--- config.mk ---
export PLATFORM = sky130hd
export DESIGN_NAME = intercept_fire_control
export DESIGN_NICKNAME = d
export VERILOG_FILES = /design/src/hw/rtl/ifc_pkg.sv /design/src/hw/rtl/intercept_fire_control.sv
export SDC_FILE = /design/constraint.sdc
export NUM_CORES = 2
export LEC_CHECK = 0
export BUFFER_PORTS_ARGS = -buffer_cell sky130_fd_sc_hd__buf_2
export CORE_ASPECT_RATIO = 1.5
export CORE_MARGIN = 4
export CORE_UTILIZATION = 30
export CTS_CLUSTER_DIAMETER = 50
export DETAILED_ROUTE_END_ITERATION = 8
export PLACE_DENSITY = 0.53
export SLEW_MARGIN = 25
export SYNTH_ARGS = -nofsm -noshare
export SYNTH_HDL_FRONTEND = slang
export SYNTH_SLANG_ARGS = --single-unit
--- constraint.sdc ---
create_clock -name aclk -period 18.3 [get_ports aclk]
set_clock_uncertainty 0.05 [all_clocks]
set_input_delay 1.83 -clock aclk [delete_from_list [all_inputs] [get_ports aclk]]
set_output_delay 1.83 -clock aclk [all_outputs]
set_load 0.01 [all_outputs]
--- src/hw/rtl/ifc_pkg.sv ---
// Shared types and constants for the intercept fire control block.
package ifc_pkg;

    // Sequencer states.
    typedef enum logic [4:0] {
        ST_IDLE,
        ST_CHECK,
        ST_CSUM,
        ST_CCHK,
        ST_ASUM,
        ST_ACHK,
        ST_BSUM,
        ST_BCHK,
        ST_DISC,
        ST_DCHK,
        ST_SQRT_T,
        ST_ROOT,
        ST_DIV_T,
        ST_PRED,
        ST_NORM,
        ST_ESUM,
        ST_LEN,
        ST_SQRT_L,
        ST_DSTART,
        ST_DIV_D,
        ST_DSTORE,
        ST_FIN
    } state_t;

    // Left shift applied to a multiplier product before accumulation.
    typedef enum logic [1:0] {
        SH_0,
        SH_24,
        SH_48
    } mac_shift_t;

    // Configuration register indexes.
    localparam logic [1:0] CFG_MISSILE_SPEED     = 2'd0;
    localparam logic [1:0] CFG_SHOOTING_DISTANCE = 2'd1;
    localparam logic [1:0] CFG_FIRE_COOLDOWN     = 2'd2;

    // Datapath widths.
    localparam int CHUNK_W  = 24;
    localparam int ACC_W    = 90;
    localparam int DISC_W   = 86;
    localparam int ROOT_W   = 43;
    localparam int REM_W    = 46;
    localparam int DIV_W    = 60;
    localparam int TQ_W     = 24;
    localparam int CNT_W    = 6;

    localparam logic [CNT_W-1:0] SQRT_STEPS = 6'd43;
    localparam logic [CNT_W-1:0] TDIV_STEPS = 6'd24;
    localparam logic [CNT_W-1:0] DDIV_STEPS = 6'd16;

    localparam logic [15:0] DIR_NEG_FULL = 16'h8000;
    localparam logic [15:0] DIR_MAX      = 16'h7FFF;

endpackage

--- src/hw/rtl/intercept_fire_control.sv ---
// Intercept fire control: lead-angle targeting with a shared multiply-accumulate unit.
//
// Each transaction on the s_ channel is one tick and yields exactly one transaction on
// the m_ channel. When a target is present, the cooldown has run out and the target is
// inside the shooting distance, the block solves the intercept quadratic, takes the
// smallest non-negative root as the intercept time (Q16 seconds, saturating at 24 bits)
// and reports the unit aim direction in Q1.15; otherwise fire, direction and time are
// all zero. The block takes one tick at a time: s_ready is high only while the
// sequencer is idle, and a finished result may still wait on m_ready while the next
// tick is taken. A tick that is rejected early (no target, cooldown, out of range)
// goes straight to the result. A full solution uses one 24 x 24 bit multiplier with
// a 90 bit accumulator that forms every product in turn, a two-bits-per-cycle square
// root unit that runs twice and a one-bit-per-cycle divider that runs for the
// intercept time and once per direction component. Configuration registers are
// written through cfg_wr_en, cfg_index and cfg_wdata and should only be changed
// while the block is idle.
module intercept_fire_control #(
    parameter int POS_BITS = 24
) (
    input  logic                       aclk,
    input  logic                       aresetn,
    // Configuration write port.
    input  logic                       cfg_wr_en,
    input  logic [1:0]                 cfg_index,
    input  logic [31:0]                cfg_wdata,
    // Tick input channel.
    input  logic                       s_valid,
    output logic                       s_ready,
    input  logic [15:0]                s_delta_time,
    input  logic                       s_target_present,
    input  logic signed [POS_BITS-1:0] s_target_x,
    input  logic signed [POS_BITS-1:0] s_target_y,
    input  logic signed [POS_BITS-1:0] s_target_z,
    input  logic signed [17:0]         s_target_vx,
    input  logic signed [17:0]         s_target_vy,
    input  logic signed [17:0]         s_target_vz,
    input  logic signed [POS_BITS-1:0] s_launcher_x,
    input  logic signed [POS_BITS-1:0] s_launcher_y,
    input  logic signed [POS_BITS-1:0] s_launcher_z,
    // Result channel.
    output logic                       m_valid,
    input  logic                       m_ready,
    output logic                       m_fire,
    output logic signed [15:0]         m_dir_x,
    output logic signed [15:0]         m_dir_y,
    output logic signed [15:0]         m_dir_z,
    output logic [23:0]                m_intercept_time
);

    // Width used for the range test; wide enough for both the offset magnitude and the
    // 23 bit shooting distance.
    localparam int RW = (POS_BITS + 1 > 23) ? POS_BITS + 1 : 23;

    localparam int AW = ifc_pkg::ACC_W;

    // Configuration and persistent state.
    logic [16:0] speed_reg;
    logic [22:0] range_reg;
    logic [31:0] cool_reg;
    logic [31:0] since_reg, since_next;

    // Sequencer.
    ifc_pkg::state_t state_reg, state_next;
    logic [2:0] step_reg, step_next;
    logic [1:0] idx_reg, idx_next;
    logic [ifc_pkg::CNT_W-1:0] cnt_reg, cnt_next;

    // Captured tick.
    logic [15:0] dt_reg, dt_next;
    logic        present_reg, present_next;
    logic signed [POS_BITS:0] d_reg [3];
    logic signed [POS_BITS:0] d_next [3];
    logic [17:0] vmag_reg [3];
    logic [17:0] vmag_next [3];
    logic [2:0]  vneg_reg, vneg_next;

    // Intermediate quantities of the solution.
    logic [22:0] dmag_reg [3];
    logic [22:0] dmag_next [3];
    logic [2:0]  dneg_reg, dneg_next;
    logic [AW-1:0] acc_reg, acc_next;
    logic [45:0] c_reg, c_next;
    logic [35:0] a_reg, a_next;
    logic        aneg_reg, aneg_next;
    logic [41:0] bmag_reg, bmag_next;
    logic        bneg_reg, bneg_next;
    logic [ifc_pkg::TQ_W-1:0] tq_reg, tq_next;
    logic [41:0] e_reg [3];
    logic [41:0] e_next [3];
    logic [2:0]  pneg_reg, pneg_next;
    logic [30:0] len_reg, len_next;
    logic [15:0] dir_reg [3];
    logic [15:0] dir_next [3];
    logic        fire_reg, fire_next;

    // Square root unit.
    logic [ifc_pkg::DISC_W-1:0] sq_x_reg, sq_x_next;
    logic [ifc_pkg::REM_W-1:0]  sq_rem_reg, sq_rem_next;
    logic [ifc_pkg::ROOT_W-1:0] sq_root_reg, sq_root_next;

    // Divider.
    logic [ifc_pkg::DIV_W-1:0] dv_rem_reg, dv_rem_next;
    logic [ifc_pkg::DIV_W-1:0] dv_div_reg, dv_div_next;
    logic [ifc_pkg::TQ_W-1:0]  dv_q_reg, dv_q_next;

    // Result register.
    logic        m_valid_reg, m_valid_next;
    logic        m_fire_reg, m_fire_next;
    logic [15:0] m_dir_reg [3];
    logic [15:0] m_dir_next [3];
    logic [23:0] m_time_reg, m_time_next;

    // Shared multiply-accumulate unit.
    logic [ifc_pkg::CHUNK_W-1:0] mul_a, mul_b;
    logic                        mul_en, mul_clr, mul_neg;
    ifc_pkg::mac_shift_t         mul_sh;
    logic [2*ifc_pkg::CHUNK_W-1:0] mul_prod;
    logic [AW-1:0]               mul_term, mac_acc, acc_mag;

    // Helper nets.
    logic [RW-1:0] dm_ext [3];
    logic [2:0]    dm_neg;
    logic          range_ok;
    logic [ifc_pkg::REM_W-1:0] sq_rem2, sq_trial;
    logic                      sq_ge;
    logic                      dv_ge;
    logic signed [44:0] nbn, root_lo, root_hi;
    logic [43:0]        n_sel;
    logic [32:0]        since_sum;
    logic [15:0]        q_clamp;

    assign s_ready          = (state_reg == ifc_pkg::ST_IDLE);
    assign m_valid          = m_valid_reg;
    assign m_fire           = m_fire_reg;
    assign m_dir_x          = m_dir_reg[0];
    assign m_dir_y          = m_dir_reg[1];
    assign m_dir_z          = m_dir_reg[2];
    assign m_intercept_time = m_time_reg;

    // Magnitudes of the captured offsets and the range test against each axis.
    always_comb begin
        range_ok = 1'b1;
        for (int i = 0; i < 3; i++) begin
            dm_neg[i] = d_reg[i][POS_BITS];
            dm_ext[i] = RW'(dm_neg[i] ? unsigned'(-d_reg[i]) : unsigned'(d_reg[i]));
            if (dm_ext[i] >= RW'(range_reg)) begin
                range_ok = 1'b0;
            end
        end
    end

    // The multiplier product is shifted by a whole number of chunks and added to, or
    // subtracted from, the accumulator.
    always_comb begin
        mul_prod = mul_a * mul_b;
        case (mul_sh)
            ifc_pkg::SH_0:  mul_term = AW'(mul_prod);
            ifc_pkg::SH_24: mul_term = AW'(mul_prod) << ifc_pkg::CHUNK_W;
            ifc_pkg::SH_48: mul_term = AW'(mul_prod) << (2 * ifc_pkg::CHUNK_W);
            default:        mul_term = AW'(mul_prod);
        endcase
        mac_acc = (mul_clr ? '0 : acc_reg) + (mul_neg ? (~mul_term + 1'b1) : mul_term);
    end

    assign acc_next = mul_en ? mac_acc : acc_reg;
    assign acc_mag  = acc_reg[AW-1] ? (~acc_reg + 1'b1) : acc_reg;

    // One square root digit per cycle: two radicand bits enter, one root bit leaves.
    assign sq_rem2  = {sq_rem_reg[ifc_pkg::REM_W-3:0], sq_x_reg[ifc_pkg::DISC_W-1 -: 2]};
    assign sq_trial = {1'b0, sq_root_reg, 2'b01};
    assign sq_ge    = (sq_rem2 >= sq_trial);

    // Restoring division, one quotient bit per cycle.
    assign dv_ge = (dv_rem_reg >= dv_div_reg);

    // Candidate roots: -b' minus and plus the square root of the discriminant.
    assign nbn     = (bneg_reg ^ aneg_reg) ? signed'({3'b000, bmag_reg})
                                           : -signed'({3'b000, bmag_reg});
    assign root_lo = nbn - signed'({2'b00, sq_root_reg});
    assign root_hi = nbn + signed'({2'b00, sq_root_reg});
    assign n_sel   = !root_lo[44] ? root_lo[43:0] : root_hi[43:0];

    // A firing tick restarts the since-fired time before the elapsed time is added.
    assign since_sum = {1'b0, (fire_reg ? 32'd0 : since_reg)} + 33'(dt_reg);

    assign q_clamp = dv_q_reg[15] ? ifc_pkg::DIR_MAX : dv_q_reg[15:0];

    always_comb begin
        state_next   = state_reg;
        step_next    = step_reg;
        idx_next     = idx_reg;
        cnt_next     = cnt_reg;
        since_next   = since_reg;
        dt_next      = dt_reg;
        present_next = present_reg;
        d_next       = d_reg;
        vmag_next    = vmag_reg;
        vneg_next    = vneg_reg;
        dmag_next    = dmag_reg;
        dneg_next    = dneg_reg;
        c_next       = c_reg;
        a_next       = a_reg;
        aneg_next    = aneg_reg;
        bmag_next    = bmag_reg;
        bneg_next    = bneg_reg;
        tq_next      = tq_reg;
        e_next       = e_reg;
        pneg_next    = pneg_reg;
        len_next     = len_reg;
        dir_next     = dir_reg;
        fire_next    = fire_reg;
        sq_x_next    = sq_x_reg;
        sq_rem_next  = sq_rem_reg;
        sq_root_next = sq_root_reg;
        dv_rem_next  = dv_rem_reg;
        dv_div_next  = dv_div_reg;
        dv_q_next    = dv_q_reg;
        m_valid_next = m_valid_reg & ~m_ready;
        m_fire_next  = m_fire_reg;
        m_dir_next   = m_dir_reg;
        m_time_next  = m_time_reg;
        mul_en       = 1'b0;
        mul_clr      = 1'b0;
        mul_neg      = 1'b0;
        mul_a        = '0;
        mul_b        = '0;
        mul_sh       = ifc_pkg::SH_0;

        case (state_reg)
            ifc_pkg::ST_IDLE: begin
                if (s_valid) begin
                    dt_next      = s_delta_time;
                    present_next = s_target_present;
                    d_next[0]    = {s_target_x[POS_BITS-1], s_target_x}
                                 - {s_launcher_x[POS_BITS-1], s_launcher_x};
                    d_next[1]    = {s_target_y[POS_BITS-1], s_target_y}
                                 - {s_launcher_y[POS_BITS-1], s_launcher_y};
                    d_next[2]    = {s_target_z[POS_BITS-1], s_target_z}
                                 - {s_launcher_z[POS_BITS-1], s_launcher_z};
                    vneg_next    = {s_target_vz[17], s_target_vy[17], s_target_vx[17]};
                    vmag_next[0] = s_target_vx[17] ? unsigned'(-s_target_vx) : s_target_vx;
                    vmag_next[1] = s_target_vy[17] ? unsigned'(-s_target_vy) : s_target_vy;
                    vmag_next[2] = s_target_vz[17] ? unsigned'(-s_target_vz) : s_target_vz;
                    state_next   = ifc_pkg::ST_CHECK;
                end
            end

            ifc_pkg::ST_CHECK: begin
                for (int i = 0; i < 3; i++) begin
                    dmag_next[i] = dm_ext[i][22:0];
                end
                dneg_next = dm_neg;
                step_next = '0;
                idx_next  = '0;
                fire_next = 1'b0;
                if (present_reg && (since_reg > cool_reg) && range_ok) begin
                    state_next = ifc_pkg::ST_CSUM;
                end else begin
                    state_next = ifc_pkg::ST_FIN;
                end
            end

            ifc_pkg::ST_CSUM: begin
                mul_en = 1'b1;
                if (step_reg != 3'd3) begin
                    mul_a     = ifc_pkg::CHUNK_W'(dmag_reg[step_reg[1:0]]);
                    mul_b     = ifc_pkg::CHUNK_W'(dmag_reg[step_reg[1:0]]);
                    mul_clr   = (step_reg == 3'd0);
                    step_next = step_reg + 3'd1;
                end else begin
                    c_next     = acc_reg[45:0];
                    mul_a      = ifc_pkg::CHUNK_W'(range_reg);
                    mul_b      = ifc_pkg::CHUNK_W'(range_reg);
                    mul_neg    = 1'b1;
                    step_next  = '0;
                    state_next = ifc_pkg::ST_CCHK;
                end
            end

            ifc_pkg::ST_CCHK: begin
                // Distance squared minus range squared must be negative.
                state_next = acc_reg[AW-1] ? ifc_pkg::ST_ASUM : ifc_pkg::ST_FIN;
            end

            ifc_pkg::ST_ASUM: begin
                mul_en = 1'b1;
                if (step_reg != 3'd3) begin
                    mul_a     = ifc_pkg::CHUNK_W'(vmag_reg[step_reg[1:0]]);
                    mul_b     = ifc_pkg::CHUNK_W'(vmag_reg[step_reg[1:0]]);
                    mul_clr   = (step_reg == 3'd0);
                    step_next = step_reg + 3'd1;
                end else begin
                    mul_a      = ifc_pkg::CHUNK_W'(speed_reg);
                    mul_b      = ifc_pkg::CHUNK_W'(speed_reg);
                    mul_neg    = 1'b1;
                    step_next  = '0;
                    state_next = ifc_pkg::ST_ACHK;
                end
            end

            ifc_pkg::ST_ACHK: begin
                a_next    = acc_mag[35:0];
                aneg_next = acc_reg[AW-1];
                state_next = (acc_reg == '0) ? ifc_pkg::ST_FIN : ifc_pkg::ST_BSUM;
            end

            ifc_pkg::ST_BSUM: begin
                mul_en  = 1'b1;
                mul_a   = ifc_pkg::CHUNK_W'(dmag_reg[step_reg[1:0]]);
                mul_b   = ifc_pkg::CHUNK_W'(vmag_reg[step_reg[1:0]]);
                mul_neg = dneg_reg[step_reg[1:0]] ^ vneg_reg[step_reg[1:0]];
                mul_clr = (step_reg == 3'd0);
                if (step_reg == 3'd2) begin
                    step_next  = '0;
                    state_next = ifc_pkg::ST_BCHK;
                end else begin
                    step_next = step_reg + 3'd1;
                end
            end

            ifc_pkg::ST_BCHK: begin
                bmag_next  = acc_mag[41:0];
                bneg_next  = acc_reg[AW-1];
                step_next  = '0;
                state_next = ifc_pkg::ST_DISC;
            end

            ifc_pkg::ST_DISC: begin
                // b squared, then plus or minus a times c, chunk by chunk.
                mul_en    = 1'b1;
                step_next = step_reg + 3'd1;
                case (step_reg)
                    3'd0: begin
                        mul_a   = bmag_reg[23:0];
                        mul_b   = bmag_reg[23:0];
                        mul_clr = 1'b1;
                    end
                    3'd1, 3'd2: begin
                        mul_a  = bmag_reg[23:0];
                        mul_b  = {6'd0, bmag_reg[41:24]};
                        mul_sh = ifc_pkg::SH_24;
                    end
                    3'd3: begin
                        mul_a  = {6'd0, bmag_reg[41:24]};
                        mul_b  = {6'd0, bmag_reg[41:24]};
                        mul_sh = ifc_pkg::SH_48;
                    end
                    3'd4: begin
                        mul_a   = a_reg[23:0];
                        mul_b   = c_reg[23:0];
                        mul_neg = ~aneg_reg;
                    end
                    3'd5: begin
                        mul_a   = a_reg[23:0];
                        mul_b   = {2'd0, c_reg[45:24]};
                        mul_neg = ~aneg_reg;
                        mul_sh  = ifc_pkg::SH_24;
                    end
                    3'd6: begin
                        mul_a   = {12'd0, a_reg[35:24]};
                        mul_b   = c_reg[23:0];
                        mul_neg = ~aneg_reg;
                        mul_sh  = ifc_pkg::SH_24;
                    end
                    default: begin
                        mul_a      = {12'd0, a_reg[35:24]};
                        mul_b      = {2'd0, c_reg[45:24]};
                        mul_neg    = ~aneg_reg;
                        mul_sh     = ifc_pkg::SH_48;
                        step_next  = '0;
                        state_next = ifc_pkg::ST_DCHK;
                    end
                endcase
            end

            ifc_pkg::ST_DCHK: begin
                sq_x_next    = acc_reg[ifc_pkg::DISC_W-1:0];
                sq_rem_next  = '0;
                sq_root_next = '0;
                cnt_next     = ifc_pkg::SQRT_STEPS;
                if (acc_reg[AW-1] || (acc_reg == '0)) begin
                    state_next = ifc_pkg::ST_FIN;
                end else begin
                    state_next = ifc_pkg::ST_SQRT_T;
                end
            end

            ifc_pkg::ST_SQRT_T, ifc_pkg::ST_SQRT_L: begin
                sq_rem_next  = sq_ge ? (sq_rem2 - sq_trial) : sq_rem2;
                sq_root_next = {sq_root_reg[ifc_pkg::ROOT_W-2:0], sq_ge};
                sq_x_next    = {sq_x_reg[ifc_pkg::DISC_W-3:0], 2'b00};
                cnt_next     = cnt_reg - 1'b1;
                if (cnt_reg == 6'd1) begin
                    if (state_reg == ifc_pkg::ST_SQRT_T) begin
                        state_next = ifc_pkg::ST_ROOT;
                    end else begin
                        len_next   = {sq_root_reg[29:0], sq_ge};
                        idx_next   = '0;
                        state_next = ifc_pkg::ST_DSTART;
                    end
                end
            end

            ifc_pkg::ST_ROOT: begin
                step_next   = '0;
                idx_next    = '0;
                dv_rem_next = {n_sel, 16'd0};
                dv_div_next = ifc_pkg::DIV_W'({a_reg, 23'd0});
                dv_q_next   = '0;
                cnt_next    = ifc_pkg::TDIV_STEPS;
                if (root_lo[44] && root_hi[44]) begin
                    state_next = ifc_pkg::ST_FIN;
                end else if (n_sel >= {a_reg, 8'd0}) begin
                    // Intercept time beyond the 24 bit range.
                    tq_next    = '1;
                    state_next = ifc_pkg::ST_PRED;
                end else begin
                    state_next = ifc_pkg::ST_DIV_T;
                end
            end

            ifc_pkg::ST_DIV_T, ifc_pkg::ST_DIV_D: begin
                dv_rem_next = dv_ge ? (dv_rem_reg - dv_div_reg) : dv_rem_reg;
                dv_div_next = dv_div_reg >> 1;
                dv_q_next   = {dv_q_reg[ifc_pkg::TQ_W-2:0], dv_ge};
                cnt_next    = cnt_reg - 1'b1;
                if (cnt_reg == 6'd1) begin
                    if (state_reg == ifc_pkg::ST_DIV_T) begin
                        tq_next    = {dv_q_reg[ifc_pkg::TQ_W-2:0], dv_ge};
                        state_next = ifc_pkg::ST_PRED;
                    end else begin
                        state_next = ifc_pkg::ST_DSTORE;
                    end
                end
            end

            ifc_pkg::ST_PRED: begin
                // Predicted offset: d * 65536 + v * t for each axis in turn.
                case (step_reg)
                    3'd0: begin
                        mul_en    = 1'b1;
                        mul_clr   = 1'b1;
                        mul_a     = ifc_pkg::CHUNK_W'(dmag_reg[idx_reg]);
                        mul_b     = 24'd65536;
                        mul_neg   = dneg_reg[idx_reg];
                        step_next = 3'd1;
                    end
                    3'd1: begin
                        mul_en    = 1'b1;
                        mul_a     = ifc_pkg::CHUNK_W'(vmag_reg[idx_reg]);
                        mul_b     = tq_reg;
                        mul_neg   = vneg_reg[idx_reg];
                        step_next = 3'd2;
                    end
                    default: begin
                        e_next[idx_reg]    = acc_mag[41:0];
                        pneg_next[idx_reg] = acc_reg[AW-1];
                        step_next          = '0;
                        if (idx_reg == 2'd2) begin
                            idx_next   = '0;
                            state_next = ifc_pkg::ST_NORM;
                        end else begin
                            idx_next = idx_reg + 2'd1;
                        end
                    end
                endcase
            end

            ifc_pkg::ST_NORM: begin
                // Halve all three until every component is below 2^30.
                if ((e_reg[0][41:30] != '0) || (e_reg[1][41:30] != '0) ||
                    (e_reg[2][41:30] != '0)) begin
                    for (int i = 0; i < 3; i++) begin
                        e_next[i] = e_reg[i] >> 1;
                    end
                end else begin
                    step_next  = '0;
                    idx_next   = '0;
                    state_next = ifc_pkg::ST_ESUM;
                end
            end

            ifc_pkg::ST_ESUM: begin
                mul_en    = 1'b1;
                step_next = step_reg + 3'd1;
                case (step_reg)
                    3'd0: begin
                        mul_a   = e_reg[idx_reg][23:0];
                        mul_b   = e_reg[idx_reg][23:0];
                        mul_clr = (idx_reg == 2'd0);
                    end
                    3'd1, 3'd2: begin
                        mul_a  = e_reg[idx_reg][23:0];
                        mul_b  = {18'd0, e_reg[idx_reg][29:24]};
                        mul_sh = ifc_pkg::SH_24;
                    end
                    default: begin
                        mul_a     = {18'd0, e_reg[idx_reg][29:24]};
                        mul_b     = {18'd0, e_reg[idx_reg][29:24]};
                        mul_sh    = ifc_pkg::SH_48;
                        step_next = '0;
                        if (idx_reg == 2'd2) begin
                            idx_next   = '0;
                            state_next = ifc_pkg::ST_LEN;
                        end else begin
                            idx_next = idx_reg + 2'd1;
                        end
                    end
                endcase
            end

            ifc_pkg::ST_LEN: begin
                sq_x_next    = acc_reg[ifc_pkg::DISC_W-1:0];
                sq_rem_next  = '0;
                sq_root_next = '0;
                cnt_next     = ifc_pkg::SQRT_STEPS;
                state_next   = ifc_pkg::ST_SQRT_L;
            end

            ifc_pkg::ST_DSTART: begin
                // Rounded quotient: (e * 32768 + len / 2) / len.
                dv_rem_next = ifc_pkg::DIV_W'({e_reg[idx_reg][29:0], 15'd0})
                            + ifc_pkg::DIV_W'(len_reg >> 1);
                dv_div_next = ifc_pkg::DIV_W'({len_reg, 15'd0});
                dv_q_next   = '0;
                cnt_next    = ifc_pkg::DDIV_STEPS;
                if (len_reg == '0) begin
                    state_next = ifc_pkg::ST_DSTORE;
                end else begin
                    state_next = ifc_pkg::ST_DIV_D;
                end
            end

            ifc_pkg::ST_DSTORE: begin
                dir_next[idx_reg] = pneg_reg[idx_reg] ? (~q_clamp + 1'b1) : q_clamp;
                if (idx_reg == 2'd2) begin
                    idx_next   = '0;
                    fire_next  = 1'b1;
                    state_next = ifc_pkg::ST_FIN;
                end else begin
                    idx_next   = idx_reg + 2'd1;
                    state_next = ifc_pkg::ST_DSTART;
                end
            end

            ifc_pkg::ST_FIN: begin
                if (!m_valid_reg || m_ready) begin
                    m_valid_next = 1'b1;
                    m_fire_next  = fire_reg;
                    for (int i = 0; i < 3; i++) begin
                        m_dir_next[i] = fire_reg ? dir_reg[i] : 16'd0;
                    end
                    m_time_next = fire_reg ? tq_reg : 24'd0;
                    since_next  = since_sum[32] ? 32'hFFFF_FFFF : since_sum[31:0];
                    state_next  = ifc_pkg::ST_IDLE;
                end
            end

            default: begin
                state_next = ifc_pkg::ST_IDLE;
            end
        endcase
    end

    // State register and the rest of the control state.
    always_ff @(posedge aclk) begin
        if (!aresetn) begin
            state_reg   <= ifc_pkg::ST_IDLE;
            step_reg    <= '0;
            idx_reg     <= '0;
            cnt_reg     <= '0;
            since_reg   <= '0;
            fire_reg    <= 1'b0;
            m_valid_reg <= 1'b0;
        end else begin
            state_reg   <= state_next;
            step_reg    <= step_next;
            idx_reg     <= idx_next;
            cnt_reg     <= cnt_next;
            since_reg   <= since_next;
            fire_reg    <= fire_next;
            m_valid_reg <= m_valid_next;
        end
    end

    // Configuration registers; an index beyond the three registers is ignored.
    always_ff @(posedge aclk) begin
        if (!aresetn) begin
            speed_reg <= 17'd100000;
            range_reg <= 23'd500000;
            cool_reg  <= 32'd2000000;
        end else if (cfg_wr_en) begin
            case (cfg_index)
                ifc_pkg::CFG_MISSILE_SPEED:     speed_reg <= cfg_wdata[16:0];
                ifc_pkg::CFG_SHOOTING_DISTANCE: range_reg <= cfg_wdata[22:0];
                ifc_pkg::CFG_FIRE_COOLDOWN:     cool_reg  <= cfg_wdata;
                default: begin
                end
            endcase
        end
    end

    // Datapath registers.
    always_ff @(posedge aclk) begin
        dt_reg      <= dt_next;
        present_reg <= present_next;
        d_reg       <= d_next;
        vmag_reg    <= vmag_next;
        vneg_reg    <= vneg_next;
        dmag_reg    <= dmag_next;
        dneg_reg    <= dneg_next;
        acc_reg     <= acc_next;
        c_reg       <= c_next;
        a_reg       <= a_next;
        aneg_reg    <= aneg_next;
        bmag_reg    <= bmag_next;
        bneg_reg    <= bneg_next;
        tq_reg      <= tq_next;
        e_reg       <= e_next;
        pneg_reg    <= pneg_next;
        len_reg     <= len_next;
        dir_reg     <= dir_next;
        sq_x_reg    <= sq_x_next;
        sq_rem_reg  <= sq_rem_next;
        sq_root_reg <= sq_root_next;
        dv_rem_reg  <= dv_rem_next;
        dv_div_reg  <= dv_div_next;
        dv_q_reg    <= dv_q_next;
        m_fire_reg  <= m_fire_next;
        m_dir_reg   <= m_dir_next;
        m_time_reg  <= m_time_next;
    end

endmodule

==> impl_metrics.tcl <==
set metrics [dict create \
    arrival_ns 17.10 \
    path_clk_slew_ns 0.07 \
    areaGrowthSynthToFinish_pct 12.1 \
    r2r_cells 50 \
    vias 84000 \
    rsz0062_at_grt "false" \
    clockPowerShare_pct 17.4 \
    cts_made_buffers 151 \
    viasPerCell 5.40 \
    synth_seq_cells 1179 \
    cp-end-kind "flip-flop" \
    cp-start-kind "flip-flop" \
    p_per_area_nw_per_um2 158 \
    synth.top_cells.by_count "1434 x nand2_1, 1144 x inv_1, 1057 x edfxtp_1, 874 x nor2_1, 713 x ha_1" \
    grt_max_degree 135 \
    synth_area_um2 99100 \
    netlist_instances 11000 \
    synthTopCellsByArea "edfxtp_1 32%, fa_1 9.9%, ha_1 9.0%, nand2_1 5.4%, inv_1 4.3%" \
    period_share_pct 90.7 \
    place_area_um2 106000 \
    initial_core_util_pct 30.1 \
    cpPeakStageDelay_ns 0.94 \
    design_area_um2 111000 \
    h-tree-depth 4 \
    max-vdd-ir-drop_mv 0.0982 \
    required_ns 18.80 \
    grt_pass1_vias 84800 \
    crit_buf_inv 5 \
    synth.largest_area_cell "edfxtp_1" \
    dieArea_um2 340000 \
    grt_first_pass_wirelength_mm 572 \
    avgSynthCellArea_um2 9.03 \
    drive_gt1_share_pct 7.90 \
    dp_hpwl_mm 316 \
    path_delay_family "adder cells" \
    p_switching_w 0.00850 \
    gp_congestion 0.995 \
    timing.rr.end "acc_reg[89]" \
    r2r-start "step_reg[1]" \
    cts_resized 0 \
    max_freq_mhz 60.3 \
    hold_depth 2 \
    power.total_w 0.0175 \
    synth_cell_types 106 \
    drt-total-wl_mm 396 \
    ios 329 \
    fp.dieH_um 712 \
    die_x_um 477 \
    yosysWarnings 0 \
    async_flop_share_pct 0 \
    wl_per_cell_um 25.4 \
    maxCapViolations 0 \
    grt_overflow 0 \
    whs_endpoint "cool_reg[6]" \
    setup_viol_count_final 0 \
    critical_path.max_fanout 25 \
    largest_reg_flops 126 \
    crit_slowest_cell "nor3_1" \
    ys_seq_area_share_pct 34.5 \
    synth_nets 12400 \
    drc 0 \
    synth_edf_count 1057 \
    synth_top_area_share_pct 32.0 \
    fin_setup_tns_ns 0 \
    final_hold_viol_count 0 \
    firstDrtPassIters 9 \
    worstSetupPathType "flip-flop to flip-flop" \
    cts_tree "yes" \
    p_int_w 0.00904 \
    hp-start "cool_reg[6]" \
    synth_flop_cell "edfxtp_1" \
    finalWorstPathRequiredPeriod_ns 16.60 \
    final_nets 12600 \
    worstMarginPinSlew_ns 1.20 \
    clock_path_buffers 4 \
    cts_hold_buf 0 \
    slew_headroom_pct 20.2 \
    row_count 258 \
    whs_ns 0.409 \
    post_cts_buffers 0 \
    outcome "complete, no violations" \
    clock_latency_ns 0.88 \
    cts.sinks 1179 \
    coreArea_um2 329000 \
    root_buffer "clkbuf_16" \
    pwr-share-comb_pct 57.0 \
    p_sw_share_pct 48.5 \
    leakage_nw 45.9 \
    antenna_found_initial 27 \
    io_buffer_count 328 \
    yosys.cell_count.top_type "nand2_1" \
    maxSlewViolCount 0 \
    rrSetupSlack_ns 1.70 \
    grt_usage_pct 22.6 \
    power_frac_seq_pct 25.6 \
    drtAntennaViolNets 0 \
    drt_iter0_markers 6943 \
    cpMostUsedCell "fa_1" \
    holdCritPathClass "flip-flop to flip-flop" \
]
[layer usage]
| metal | vias up | track usage [%] | routed length (um) |
|---|---|---|---|
| met5 | - | 0 | 39 |
| met4 | 6 | 17.7 | 36800 |
| met3 | 1204 | 4.90 | 25400 |
| met2 | 3002 | 39.5 | 196000 |
| met1 | 41200 | 23.4 | 138000 |
| li1 | 38600 | - | - |
[worst max path at each step]
stage / start / end / slack, ns / cells past startpoint
3_5_place_dp: step_reg[1] / acc_reg[89] / 2.27 / 51
2_1_floorplan: step_reg[1] / acc_reg[89] / 3.82 / 56
5_1_grt: step_reg[1] / acc_reg[89] / 1.0 / 50
3_3_place_gp: step_reg[1] / acc_reg[89] / 2.32 / 47
4_1_cts: step_reg[1] / acc_reg[89] / 2.24 / 51
6_report: step_reg[1] / acc_reg[89] / 1.70 / 50
[power groups by stage]
stage / clock network, W / logic, W / registers [W]
after detailed placement: 0 / 0.00983 / 0.00454
after global placement: 0 / 0.00985 / 0.00454
final: 0.00305 / 0.0100 / 0.00449
after CTS: 0.00311 / 0.00989 / 0.00449
after floorplan: 0 / 0.00658 / 0.00429
after global routing: 0.00321 / 0.0109 / 0.00454
[cell type report]
type                    instances  area [um2]
fillers                     34400      218000
well taps                    4290        5370
multi-input cells            8158       59200
inverters                    1146        4300
repair buffers                513        3070
flip-flops and latches       1179       34200
clock inverters                80         877
diodes                         26        65.1
clock buffers                 182        4060
[metrics by stage]
stage | std cells | util, % | setup WS, ns
after floorplan | 11000 | - | 3.82
after CTS | 15500 | 33.7 | 2.24
after global placement | 15300 | 32.2 | 2.32
final | 15600 | 33.7 | 1.70
after global routing | 15600 | 33.7 | 1.00
after detailed placement | 15300 | 32.2 | 2.27
[worst min-delay path: stages, from the launching register on]
cell and delay, ns:
dfxtp_1 0.31, nand2_1 0.04, a21boi_0 0.06
[cell families after synthesis]
kind of cell,share of synthesized area (%)
AND/OR/NAND/NOR,16.8
AO/OA/AOI/OAI,16.7
buffers and inverters,6.25
adder cells (fa/ha/maj),18.9
flip-flops,34.5
XOR/XNOR,5.40
multiplexers,1.45
[cell usage in the layout, fill, tap and decap left out, drive strengths merged, types with 139 or more instances in the layout]
| master | n |
|---|---|
| nand2 | 1434 |
| inv | 1169 |
| edfxtp | 1057 |
| nor2 | 874 |
| ha | 713 |
| o21ai | 695 |
| a21oi | 683 |
| buf | 513 |
| fa | 491 |
| xnor2 | 404 |
| a21o | 231 |
| nor2b | 207 |
| xor2 | 206 |
| and2 | 195 |
| clkbuf | 182 |
| nand3 | 170 |
| nor3 | 143 |
| mux2i | 139 |
Power figures use the tool's default switching activity.
